### config.mk
export PLATFORM = sky130hd
export DESIGN_NAME = prescaled_compare_overflow_timers_top
export DESIGN_NICKNAME = d
export VERILOG_FILES = /design/src/hw/rtl/pcot_pkg.sv /design/src/hw/rtl/pcot_front.sv /design/src/hw/rtl/pcot_queue.sv /design/src/hw/rtl/pcot_back.sv /design/src/hw/rtl/prescaled_compare_overflow_timers_top.sv
export SDC_FILE = /design/constraint.sdc
export NUM_CORES = 2
export LEC_CHECK = 0
export BUFFER_PORTS_ARGS = -buffer_cell sky130_fd_sc_hd__buf_4
export CAP_MARGIN = 10
export CORE_AREA = 3 3 447 339
export DETAILED_ROUTE_END_ITERATION = 16
export DIE_AREA = 0 0 450 342
export GPL_TIMING_DRIVEN = 0
export PLACE_DENSITY = 0.67
export SETUP_SLACK_MARGIN = 0.05
export SLEW_MARGIN = 20
export SYNTH_ARGS = -nofsm -noshare
export SYNTH_HDL_FRONTEND = slang
export SYNTH_HIERARCHICAL = 1
export SYNTH_SLANG_ARGS = --single-unit
### constraint.sdc
create_clock -name aclk -period 7.7 [get_ports aclk]
set_input_delay 0 -clock aclk [delete_from_list [all_inputs] [get_ports aclk]]
set_output_delay 0 -clock aclk [all_outputs]
set_load 0.005 [all_outputs]
### src/hw/rtl/pcot_pkg.sv
// ----------------------------------------------------------------------------
// pcot_pkg: shared types and constants of the prescaled timer bank
// Command layout passed from the front end to the timer engine, opcode and
// register offset codes, mode word bit positions and back end states.
// ----------------------------------------------------------------------------
package pcot_pkg;

    localparam int BANK_DEPTH = 4;
    localparam int WORD_W     = 32;
    localparam int PRE_W      = 15;
    localparam int QUEUE_DEPTH = 2;

    // Reciprocal shift for the prescaler reduction: 15-bit dividend, divisor up to 2^15
    localparam int RED_SHIFT  = 30;
    localparam int MAGIC_W    = 31;
    localparam int PROD_W     = PRE_W + MAGIC_W;

    // Input opcodes
    localparam logic [1:0] OP_TICK  = 2'd0;
    localparam logic [1:0] OP_READ  = 2'd1;
    localparam logic [1:0] OP_WRITE = 2'd2;

    // Register offsets
    localparam logic [1:0] OFF_COUNT   = 2'd0;
    localparam logic [1:0] OFF_MODE    = 2'd1;
    localparam logic [1:0] OFF_COMPARE = 2'd2;
    localparam logic [1:0] OFF_HOLD    = 2'd3;

    // Clock select codes
    localparam logic [1:0] CLK_BUS    = 2'd0;
    localparam logic [1:0] CLK_DIV16  = 2'd1;
    localparam logic [1:0] CLK_DIV256 = 2'd2;
    localparam logic [1:0] CLK_HBLANK = 2'd3;

    // Mode word bits
    localparam int BIT_CLEAR_CMP = 6;
    localparam int BIT_ENABLE    = 7;
    localparam int BIT_CMP_IE    = 8;
    localparam int BIT_OVF_IE    = 9;
    localparam int BIT_CMP_FLAG  = 10;
    localparam int BIT_OVF_FLAG  = 11;

    typedef enum logic [1:0] {
        CMD_NOP,
        CMD_TICK,
        CMD_READ,
        CMD_WRITE
    } cmd_kind_t;

    typedef struct packed {
        cmd_kind_t         kind;
        logic [1:0]        timer_index;
        logic [1:0]        reg_offset;
        logic [WORD_W-1:0] write_data;
    } cmd_t;

    typedef enum logic [1:0] {
        BK_RUN,
        BK_RED_MUL,
        BK_RED_SUB
    } bk_state_t;

endpackage

### src/hw/rtl/pcot_front.sv
// ----------------------------------------------------------------------------
// pcot_front: input decode
// Classifies an incoming transaction into a tick, read, write or no-op command.
// Unused opcodes and accesses to absent timers become no-ops.
// ----------------------------------------------------------------------------
module pcot_front #(
    parameter int NUM_TIMERS = 4
) (
    input  logic [1:0]                 s_mode,
    input  logic [1:0]                 s_timer_index,
    input  logic [1:0]                 s_reg_offset,
    input  logic [pcot_pkg::WORD_W-1:0] s_write_data,
    output pcot_pkg::cmd_t             cmd
);

    logic present;

    assign present = int'(s_timer_index) < NUM_TIMERS;

    always_comb begin
        cmd.timer_index = s_timer_index;
        cmd.reg_offset  = s_reg_offset;
        cmd.write_data  = s_write_data;
        case (s_mode)
            pcot_pkg::OP_TICK:  cmd.kind = pcot_pkg::CMD_TICK;
            pcot_pkg::OP_READ:  cmd.kind = present ? pcot_pkg::CMD_READ : pcot_pkg::CMD_NOP;
            pcot_pkg::OP_WRITE: cmd.kind = present ? pcot_pkg::CMD_WRITE : pcot_pkg::CMD_NOP;
            default:            cmd.kind = pcot_pkg::CMD_NOP;
        endcase
    end

endmodule

### src/hw/rtl/pcot_queue.sv
// ----------------------------------------------------------------------------
// pcot_queue: command queue
// Two-entry FIFO between the decode front end and the timer engine.
// ----------------------------------------------------------------------------
module pcot_queue (
    input  logic           aclk,
    input  logic           aresetn,
    input  logic           push_valid,
    output logic           push_ready,
    input  pcot_pkg::cmd_t push_cmd,
    output logic           pop_valid,
    input  logic           pop,
    output pcot_pkg::cmd_t pop_cmd
);

    pcot_pkg::cmd_t entry_reg [pcot_pkg::QUEUE_DEPTH];
    logic       wr_ptr_reg, wr_ptr_next;
    logic       rd_ptr_reg, rd_ptr_next;
    logic [1:0] fill_reg, fill_next;
    logic       do_push, do_pop;

    assign push_ready = fill_reg != 2'(pcot_pkg::QUEUE_DEPTH);
    assign pop_valid  = fill_reg != 2'd0;
    assign pop_cmd    = entry_reg[rd_ptr_reg];
    assign do_push    = push_valid && push_ready;
    assign do_pop     = pop && pop_valid;

    always_comb begin
        wr_ptr_next = do_push ? ~wr_ptr_reg : wr_ptr_reg;
        rd_ptr_next = do_pop ? ~rd_ptr_reg : rd_ptr_reg;
        fill_next   = fill_reg;
        if (do_push && !do_pop) begin
            fill_next = fill_reg + 2'd1;
        end else if (do_pop && !do_push) begin
            fill_next = fill_reg - 2'd1;
        end
    end

    always_ff @(posedge aclk) begin
        if (!aresetn) begin
            wr_ptr_reg <= 1'b0;
            rd_ptr_reg <= 1'b0;
            fill_reg   <= 2'd0;
        end else begin
            wr_ptr_reg <= wr_ptr_next;
            rd_ptr_reg <= rd_ptr_next;
            fill_reg   <= fill_next;
        end
    end

    always_ff @(posedge aclk) begin
        if (do_push) begin
            entry_reg[wr_ptr_reg] <= push_cmd;
        end
    end

endmodule

### src/hw/rtl/pcot_back.sv
// ----------------------------------------------------------------------------
// pcot_back: timer engine
// Holds the timer bank and registers each result, one command per cycle
// unless stalled. A mode write reduces the prescale counter modulo the new
// ratio with a two-step reciprocal multiply, holding the queue meanwhile.
// ----------------------------------------------------------------------------
module pcot_back #(
    parameter int NUM_TIMERS   = 4,
    parameter int RATIO_BUS    = 2,
    parameter int RATIO_DIV16  = 32,
    parameter int RATIO_DIV256 = 512,
    parameter int RATIO_HBLANK = 18743
) (
    input  logic                        aclk,
    input  logic                        aresetn,
    input  logic                        cmd_valid,
    input  pcot_pkg::cmd_t              cmd,
    output logic                        cmd_pop,
    output logic                        m_valid,
    input  logic                        m_ready,
    output logic [pcot_pkg::WORD_W-1:0] m_read_data,
    output logic [3:0]                  m_irq_pulse
);

    localparam int PW = pcot_pkg::PRE_W;
    localparam int WW = pcot_pkg::WORD_W;
    localparam int BD = pcot_pkg::BANK_DEPTH;

    localparam logic [PW-1:0] RATIO_0 = PW'(RATIO_BUS % 32768);
    localparam logic [PW-1:0] RATIO_1 = PW'(RATIO_DIV16 % 32768);
    localparam logic [PW-1:0] RATIO_2 = PW'(RATIO_DIV256 % 32768);
    localparam logic [PW-1:0] RATIO_3 = PW'(RATIO_HBLANK % 32768);

    localparam longint DIV_0 = longint'(RATIO_0) + 1;
    localparam longint DIV_1 = longint'(RATIO_1) + 1;
    localparam longint DIV_2 = longint'(RATIO_2) + 1;
    localparam longint DIV_3 = longint'(RATIO_3) + 1;

    localparam longint RED_ONE = longint'(1) << pcot_pkg::RED_SHIFT;
    localparam logic [pcot_pkg::MAGIC_W-1:0] MAGIC_0 =
        pcot_pkg::MAGIC_W'((RED_ONE + DIV_0 - 1) / DIV_0);
    localparam logic [pcot_pkg::MAGIC_W-1:0] MAGIC_1 =
        pcot_pkg::MAGIC_W'((RED_ONE + DIV_1 - 1) / DIV_1);
    localparam logic [pcot_pkg::MAGIC_W-1:0] MAGIC_2 =
        pcot_pkg::MAGIC_W'((RED_ONE + DIV_2 - 1) / DIV_2);
    localparam logic [pcot_pkg::MAGIC_W-1:0] MAGIC_3 =
        pcot_pkg::MAGIC_W'((RED_ONE + DIV_3 - 1) / DIV_3);

    // Timer bank
    logic [WW-1:0] count_reg   [BD];
    logic [WW-1:0] count_next  [BD];
    logic [WW-1:0] mode_reg    [BD];
    logic [WW-1:0] mode_next   [BD];
    logic [WW-1:0] compare_reg [BD];
    logic [WW-1:0] compare_next[BD];
    logic [WW-1:0] hold_reg    [BD];
    logic [WW-1:0] hold_next   [BD];
    logic [PW-1:0] pre_cnt_reg [BD];
    logic [PW-1:0] pre_cnt_next[BD];
    logic [PW-1:0] ratio_reg   [BD];
    logic [PW-1:0] ratio_next  [BD];

    // Reduction pipeline
    logic [1:0]                     red_idx_reg, red_idx_next;
    logic [1:0]                     red_sel_reg, red_sel_next;
    logic [PW-1:0]                  red_x_reg, red_x_next;
    logic [pcot_pkg::PROD_W-1:0]    red_prod_reg, red_prod_next;
    logic [pcot_pkg::MAGIC_W-1:0]   magic_sel;
    logic [PW:0]                    div_sel;
    logic [PW-1:0]                  red_quot;
    logic [PW-1:0]                  red_rem;

    // Result register
    logic          m_valid_reg, m_valid_next;
    logic [WW-1:0] m_read_data_reg, m_read_data_next;
    logic [3:0]    m_irq_pulse_reg, m_irq_pulse_next;

    pcot_pkg::bk_state_t state_reg, state_next;
    logic can_run, red_mul_en, red_sub_en;
    logic exec;
    logic mode_write;

    assign m_valid     = m_valid_reg;
    assign m_read_data = m_read_data_reg;
    assign m_irq_pulse = m_irq_pulse_reg;

    assign exec       = can_run && cmd_valid && (!m_valid_reg || m_ready);
    assign cmd_pop    = exec;
    assign mode_write = (cmd.kind == pcot_pkg::CMD_WRITE) &&
                        (cmd.reg_offset == pcot_pkg::OFF_MODE);

    // Next state
    always_comb begin
        state_next = state_reg;
        case (state_reg)
            pcot_pkg::BK_RUN:     if (exec && mode_write) state_next = pcot_pkg::BK_RED_MUL;
            pcot_pkg::BK_RED_MUL: state_next = pcot_pkg::BK_RED_SUB;
            pcot_pkg::BK_RED_SUB: state_next = pcot_pkg::BK_RUN;
            default:              state_next = pcot_pkg::BK_RUN;
        endcase
    end

    // State outputs
    always_comb begin
        can_run    = 1'b0;
        red_mul_en = 1'b0;
        red_sub_en = 1'b0;
        case (state_reg)
            pcot_pkg::BK_RUN:     can_run    = 1'b1;
            pcot_pkg::BK_RED_MUL: red_mul_en = 1'b1;
            pcot_pkg::BK_RED_SUB: red_sub_en = 1'b1;
            default:              can_run    = 1'b0;
        endcase
    end

    always_comb begin
        case (red_sel_reg)
            pcot_pkg::CLK_BUS:    begin magic_sel = MAGIC_0; div_sel = (PW+1)'(DIV_0); end
            pcot_pkg::CLK_DIV16:  begin magic_sel = MAGIC_1; div_sel = (PW+1)'(DIV_1); end
            pcot_pkg::CLK_DIV256: begin magic_sel = MAGIC_2; div_sel = (PW+1)'(DIV_2); end
            default:              begin magic_sel = MAGIC_3; div_sel = (PW+1)'(DIV_3); end
        endcase
    end

    assign red_quot = red_prod_reg[pcot_pkg::RED_SHIFT +: PW];
    assign red_rem  = red_x_reg - PW'(32'(red_quot) * 32'(div_sel));

    always_comb begin
        logic [PW-1:0] np;
        logic [WW-1:0] c;
        logic [WW-1:0] m;
        logic          hit;
        logic          ovf;
        logic          irq;

        np  = '0;
        c   = '0;
        m   = '0;
        hit = 1'b0;
        ovf = 1'b0;
        irq = 1'b0;

        count_next   = count_reg;
        mode_next    = mode_reg;
        compare_next = compare_reg;
        hold_next    = hold_reg;
        pre_cnt_next = pre_cnt_reg;
        ratio_next   = ratio_reg;
        red_idx_next = red_idx_reg;
        red_sel_next = red_sel_reg;
        red_x_next   = red_x_reg;
        red_prod_next = red_prod_reg;
        m_read_data_next = m_read_data_reg;
        m_irq_pulse_next = m_irq_pulse_reg;
        m_valid_next     = m_valid_reg && !m_ready;

        if (exec) begin
            m_valid_next     = 1'b1;
            m_read_data_next = '0;
            m_irq_pulse_next = '0;
            case (cmd.kind)
                pcot_pkg::CMD_TICK: begin
                    for (int i = 0; i < NUM_TIMERS; i++) begin
                        m = mode_reg[i];
                        if (m[pcot_pkg::BIT_ENABLE]) begin
                            // Prescale counter is kept reduced below ratio + 1
                            np = (pre_cnt_reg[i] == ratio_reg[i]) ? '0 : pre_cnt_reg[i] + 1'b1;
                            c  = (np == ratio_reg[i]) ? count_reg[i] + 1'b1 : count_reg[i];
                            irq = 1'b0;
                            hit = c == compare_reg[i];
                            if (hit) begin
                                irq = m[pcot_pkg::BIT_CMP_IE] && !m[pcot_pkg::BIT_CMP_FLAG];
                                if (m[pcot_pkg::BIT_CLEAR_CMP]) begin
                                    c = '0;
                                end
                                m[pcot_pkg::BIT_CMP_FLAG] = 1'b1;
                            end
                            ovf = |c[WW-1:16];
                            if (ovf) begin
                                if (m[pcot_pkg::BIT_OVF_IE] && !m[pcot_pkg::BIT_OVF_FLAG]) begin
                                    irq = 1'b1;
                                end
                                c = '0;
                                m[pcot_pkg::BIT_OVF_FLAG] = 1'b1;
                            end
                            pre_cnt_next[i]     = np;
                            count_next[i]       = c;
                            mode_next[i]        = m;
                            m_irq_pulse_next[i] = irq;
                        end
                    end
                end
                pcot_pkg::CMD_READ: begin
                    case (cmd.reg_offset)
                        pcot_pkg::OFF_COUNT:   m_read_data_next = count_reg[cmd.timer_index];
                        pcot_pkg::OFF_MODE:    m_read_data_next = mode_reg[cmd.timer_index];
                        pcot_pkg::OFF_COMPARE: m_read_data_next = compare_reg[cmd.timer_index];
                        default:               m_read_data_next = hold_reg[cmd.timer_index];
                    endcase
                end
                pcot_pkg::CMD_WRITE: begin
                    case (cmd.reg_offset)
                        pcot_pkg::OFF_COUNT: count_next[cmd.timer_index] = cmd.write_data;
                        pcot_pkg::OFF_MODE: begin
                            mode_next[cmd.timer_index] = cmd.write_data;
                            case (cmd.write_data[1:0])
                                pcot_pkg::CLK_BUS:    ratio_next[cmd.timer_index] = RATIO_0;
                                pcot_pkg::CLK_DIV16:  ratio_next[cmd.timer_index] = RATIO_1;
                                pcot_pkg::CLK_DIV256: ratio_next[cmd.timer_index] = RATIO_2;
                                default:              ratio_next[cmd.timer_index] = RATIO_3;
                            endcase
                            // Capture the prescale counter for reduction under the new ratio
                            red_idx_next = cmd.timer_index;
                            red_sel_next = cmd.write_data[1:0];
                            red_x_next   = pre_cnt_reg[cmd.timer_index];
                        end
                        pcot_pkg::OFF_COMPARE: compare_next[cmd.timer_index] = cmd.write_data;
                        default:               hold_next[cmd.timer_index] = cmd.write_data;
                    endcase
                end
                default: begin
                    m_read_data_next = '0;
                end
            endcase
        end

        if (red_mul_en) begin
            red_prod_next = pcot_pkg::PROD_W'(red_x_reg) * pcot_pkg::PROD_W'(magic_sel);
        end
        if (red_sub_en) begin
            pre_cnt_next[red_idx_reg] = red_rem;
        end
    end

    always_ff @(posedge aclk) begin
        if (!aresetn) begin
            state_reg   <= pcot_pkg::BK_RUN;
            m_valid_reg <= 1'b0;
            for (int i = 0; i < BD; i++) begin
                count_reg[i]   <= '0;
                mode_reg[i]    <= '0;
                compare_reg[i] <= '0;
                hold_reg[i]    <= '0;
                pre_cnt_reg[i] <= '0;
                ratio_reg[i]   <= '0;
            end
        end else begin
            state_reg   <= state_next;
            m_valid_reg <= m_valid_next;
            count_reg   <= count_next;
            mode_reg    <= mode_next;
            compare_reg <= compare_next;
            hold_reg    <= hold_next;
            pre_cnt_reg <= pre_cnt_next;
            ratio_reg   <= ratio_next;
        end
    end

    always_ff @(posedge aclk) begin
        red_idx_reg     <= red_idx_next;
        red_sel_reg     <= red_sel_next;
        red_x_reg       <= red_x_next;
        red_prod_reg    <= red_prod_next;
        m_read_data_reg <= m_read_data_next;
        m_irq_pulse_reg <= m_irq_pulse_next;
    end

endmodule

### src/hw/rtl/prescaled_compare_overflow_timers_top.sv
// ----------------------------------------------------------------------------
// prescaled_compare_overflow_timers_top: bank of prescaled interval timers
// Up to four timers with compare and overflow interrupts, driven by tick,
// register read and register write transactions.
// ----------------------------------------------------------------------------
// Every input transaction (tick, read or write) yields exactly one result
// transaction. The block takes one transaction per cycle while the command
// queue has room; a write to a mode word holds the timer engine in its
// BK_RED_MUL and BK_RED_SUB states, where the prescale counter is reduced
// modulo the new ratio by a reciprocal multiply and a multiply-subtract. A
// two-entry command queue and a registered result stage let input and output
// stall independently; queued commands are executed into the result stage.
module prescaled_compare_overflow_timers_top #(
    parameter int NUM_TIMERS   = 4,
    parameter int RATIO_BUS    = 2,
    parameter int RATIO_DIV16  = 32,
    parameter int RATIO_DIV256 = 512,
    parameter int RATIO_HBLANK = 18743
) (
    input  logic                        aclk,
    input  logic                        aresetn,
    input  logic                        s_valid,
    output logic                        s_ready,
    input  logic [1:0]                  s_mode,
    input  logic [1:0]                  s_timer_index,
    input  logic [1:0]                  s_reg_offset,
    input  logic [pcot_pkg::WORD_W-1:0] s_write_data,
    output logic                        m_valid,
    input  logic                        m_ready,
    output logic [pcot_pkg::WORD_W-1:0] m_read_data,
    output logic [3:0]                  m_irq_pulse
);

    pcot_pkg::cmd_t front_cmd;
    pcot_pkg::cmd_t queue_cmd;
    logic           queue_valid;
    logic           queue_pop;

    pcot_front #(
        .NUM_TIMERS(NUM_TIMERS)
    ) u_front (
        .s_mode       (s_mode),
        .s_timer_index(s_timer_index),
        .s_reg_offset (s_reg_offset),
        .s_write_data (s_write_data),
        .cmd          (front_cmd)
    );

    pcot_queue u_queue (
        .aclk      (aclk),
        .aresetn   (aresetn),
        .push_valid(s_valid),
        .push_ready(s_ready),
        .push_cmd  (front_cmd),
        .pop_valid (queue_valid),
        .pop       (queue_pop),
        .pop_cmd   (queue_cmd)
    );

    pcot_back #(
        .NUM_TIMERS  (NUM_TIMERS),
        .RATIO_BUS   (RATIO_BUS),
        .RATIO_DIV16 (RATIO_DIV16),
        .RATIO_DIV256(RATIO_DIV256),
        .RATIO_HBLANK(RATIO_HBLANK)
    ) u_back (
        .aclk       (aclk),
        .aresetn    (aresetn),
        .cmd_valid  (queue_valid),
        .cmd        (queue_cmd),
        .cmd_pop    (queue_pop),
        .m_valid    (m_valid),
        .m_ready    (m_ready),
        .m_read_data(m_read_data),
        .m_irq_pulse(m_irq_pulse)
    );

endmodule

==> flow_summary.ini <==
[floorplan]
floorplan.die.height_um = 342
boundaryPins = 80
die_area_mm2 = 0.154
core_region_area_mm2 = 0.147
chipWidth_um = 450
start_util = 0.400
placementRows = 122

[timing]
worst_slew_margin_rel = 0.137
finalCritPeriodShare = 0.988
fin_skew_ns = 0.0842
tightest_slew_ns = 1.29
peak_clock_frequency_supported_by_timing_ghz = 0.132
maxSlewViolCount = 0
rsz0062_at_grt = true
setup_tns_ns = 0
setup_violations = 0
finalWorstPathRequiredPeriod_ns = 7.60
final-hold-violation-count = 0

[logic_synthesis]
synth.cells.most_frequent = sky130_fd_sc_hd__nand2_1, sky130_fd_sc_hd__dfxtp_1, sky130_fd_sc_hd__inv_1
synth_fp_nets = 7234
synth_sequential_area_ratio = 0.292
synth_cell_types = 101
synth_most_common_cell = sky130_fd_sc_hd__nand2_1
syn-instance-count = 6627
postSynth.topFlopCell = sky130_fd_sc_hd__dfxtp_1
synthDominantCellAreaShare = 0.218
syn_avg_cell_area_um2 = 8.88
yosys_register_bits = 785
synth_area_mm2 = 0.0589
yosysWarnings = 6
netlist_top_cells_area = sky130_fd_sc_hd__dfxtp_1, sky130_fd_sc_hd__fa_1, sky130_fd_sc_hd__edfxtp_1
synthDominantAreaCellType = sky130_fd_sc_hd__dfxtp_1
count_of_flip_flops_with_a_built_in_enable_after_synthesis = 145
async_reset_ff_frac = 0

[cts]
worst_skew_pair.late_latency_ns = 0.76
tritoncts = built
cts_root_buffer = sky130_fd_sc_hd__clkbuf_16
clockBufferDepth = 3
cts.htree.levels = 3
clk_transition_reported_paths_ns = 0.06
cts-buffers-inserted = 86
tritoncts_num_sinks = 785

[critical_path]
reg2regPathDepth = 25
slowest_stage = sky130_fd_sc_hd__fa_2
timing.critical_path.to_type = flip-flop
timing.critical_path.arrival_ns = 8.04
worst-setup-path-type = flip-flop to flip-flop
worst_r2r_endpoint = u_back/red_prod_reg[43]
critPathTopFamily = adder cells
critPathBufInv = 3
r2r_start = u_back/red_sel_reg[1]
required_ns = 8.14
critPathMaxStageDelay_ns = 0.60
startpoint_type = flip-flop
levels_on_crit_path = 25
r2r_setup_slack_ns = 0.1
critical_path.max_fanout = 8

[flow_run]
maxCapViolCount = 0

[drt]
drt-wirelength-per-cell_um = 30.6
postRouteAntennaNets = 0
routed_via_density = 6.29
drtIter0Drc = 8529
residual_drc = 0
detailroute.via_count = 56194
firstDrtPassIters = 8
finalWirelength_um = 274000

[place]
numPlacedInstances = 8659
final_replace_weighted_congestion = 1.10
post-dp-hpwl_um = 215000
port-buffer-count = 43
placement.cell_area_mm2 = 0.0618

[global_routing]
vias_in_the_first_global_route = 52079
globalRouteOverflowTotal = 0
globalRouteTotalUtil = 0.345
number_of_antenna_violations_at_the_first_check_in_global_routing = 9
largest_net_degree_at_the_start_of_global_routing = 34
grt_first_pass_wirelength_um = 385000

[hold_path]
hold_end = u_queue/entry_reg[0][14]
min-delay-path-class = input port to flip-flop
hp-start = s_write_data[14]
worst_hold_path.num_cells = 2

[layout]
layout.cell_area.non_filler_mm2 = 0.0664
nNetsFinal = 7476
fin_cells = 8931
area_growth_pct = 12.8
layout-drive-gt1-share = 0.106

[power]
worst_ir_drop_vdd_mv = 0.345
power.density_mw_per_mm2 = 260
leakage_power_total_nw = 25.5
fin_total_pwr_mw = 17.2

[outcome]
outcome = finished, final reports clean
## worst max path at each step
| stage | from | slack [ns] | end |
|---|---|---|---|
| 3_5_place_dp | u_back/red_sel_reg[0] | -2.74 | u_back/red_prod_reg[38] |
| 4_1_cts | u_back/red_sel_reg[0] | 0.05 | u_back/red_prod_reg[38] |
| 5_1_grt | u_back/red_x_reg[3] | -0.17 | u_back/red_prod_reg[43] |
| 2_1_floorplan | u_back/red_sel_reg[0] | 0.09 | u_back/red_prod_reg[38] |
| 6_report | u_back/red_sel_reg[1] | 0.1 | u_back/red_prod_reg[43] |
| 3_3_place_gp | u_back/red_sel_reg[0] | -2.75 | u_back/red_prod_reg[43] |
## worst reg2reg max path, cell delays in order (launching register included)
cell	delay, ns
sky130_fd_sc_hd__edfxtp_1	0.53
sky130_fd_sc_hd__buf_4	0.23
sky130_fd_sc_hd__ha_4	0.20
sky130_fd_sc_hd__or2_4	0.33
sky130_fd_sc_hd__and2_1	0.20
sky130_fd_sc_hd__fa_1	0.51
sky130_fd_sc_hd__inv_1	0.07
sky130_fd_sc_hd__fa_2	0.39
sky130_fd_sc_hd__inv_1	0.10
sky130_fd_sc_hd__fa_2	0.48
sky130_fd_sc_hd__fa_2	0.60
sky130_fd_sc_hd__fa_1	0.44
sky130_fd_sc_hd__fa_1	0.47
sky130_fd_sc_hd__ha_1	0.30
sky130_fd_sc_hd__a21o_1	0.17
sky130_fd_sc_hd__a21oi_2	0.19
sky130_fd_sc_hd__o211ai_1	0.19
sky130_fd_sc_hd__o211ai_1	0.43
sky130_fd_sc_hd__o21bai_4	0.17
sky130_fd_sc_hd__a221oi_4	0.39
sky130_fd_sc_hd__o21ai_4	0.16
sky130_fd_sc_hd__a31oi_4	0.24
sky130_fd_sc_hd__o21ai_2	0.09
sky130_fd_sc_hd__a31oi_1	0.23
sky130_fd_sc_hd__o21bai_1	0.12
sky130_fd_sc_hd__xnor2_1	0.14
## what timing repair did
item	4_1_cts	5_1_grt
hold buffers	63	0
pin swaps	14	44
endpoints found under the setup margin	18	12
gates resized for setup	97	70
cloned	0	1
hold endpoints to repair	108	0
setup buffers	13	32
## area by class of cell
type	instances	area, um2
sequential	785	17200
multi-input combinational	4737	37700
tap	1984	2480
antenna	4	10.0
inverter	554	2100
timing repair buffer	157	1410
clock buffer	124	2490
fill	14256	80800
buffer	548	2480
clock inverter	38	586
## routing by layer
| metal | track usage | vias to the layer above | part of all wire |
|---|---|---|---|
| met3 | 0.101 | 853 | 0.13 |
| met2 | 0.476 | 4155 | 0.39 |
| met1 | 0.475 | 27708 | 0.40 |
| li1 | - | 23476 | - |
| met5 | 0 | - | 0.000033 |
| met4 | 0.205 | 2 | 0.076 |
## per-stage QoR
stage          utilization  hold slack (ns)  setup WS, ns
2_1_floorplan            -            0.122        0.0945
3_3_place_gp         0.419            0.185         -2.75
3_5_place_dp         0.420            0.187         -2.74
4_1_cts              0.448        0.0000433        0.0534
5_1_grt              0.451           0.0195        -0.165
6_report             0.451           0.0309        0.0956
## placed cells by master, fill, tap and decap left out, types with 93 or more instances in the layout
cell / synthesis / routed
sky130_fd_sc_hd__nand3_1: 234 / 234
sky130_fd_sc_hd__dfxtp_1: 640 / 640
sky130_fd_sc_hd__clkbuf_1: 420 / 407
sky130_fd_sc_hd__mux4_2: 175 / 175
sky130_fd_sc_hd__buf_4: 45 / 134
sky130_fd_sc_hd__a21oi_1: 470 / 466
sky130_fd_sc_hd__nor3_1: 101 / 93
sky130_fd_sc_hd__xnor2_1: 234 / 233
sky130_fd_sc_hd__fa_1: 363 / 351
sky130_fd_sc_hd__xor2_1: 138 / 138
sky130_fd_sc_hd__edfxtp_1: 145 / 145
sky130_fd_sc_hd__and2_1: 101 / 93
sky130_fd_sc_hd__nand2_1: 1024 / 1016
sky130_fd_sc_hd__o21ai_0: 108 / 102
sky130_fd_sc_hd__inv_1: 552 / 536
sky130_fd_sc_hd__nor2_1: 277 / 273
sky130_fd_sc_hd__a22o_1: 106 / 106
sky130_fd_sc_hd__and3_1: 109 / 108
sky130_fd_sc_hd__ha_1: 202 / 195
## logic make-up after synthesis
logic type | share of synthesized area
mux | 0.0813
xor+xnor | 0.0588
buf+inv | 0.0749
flops | 0.292
fa+ha+maj | 0.167
simple gates | 0.190
compound gates | 0.136
## power by group
part	internal, mW	switching, mW	total [mW]
logic	2.63	5.50	8.13
clock network	2.59	1.94	4.53
registers	4.44	0.139	4.58
Power figures use the tool's default switching activity.
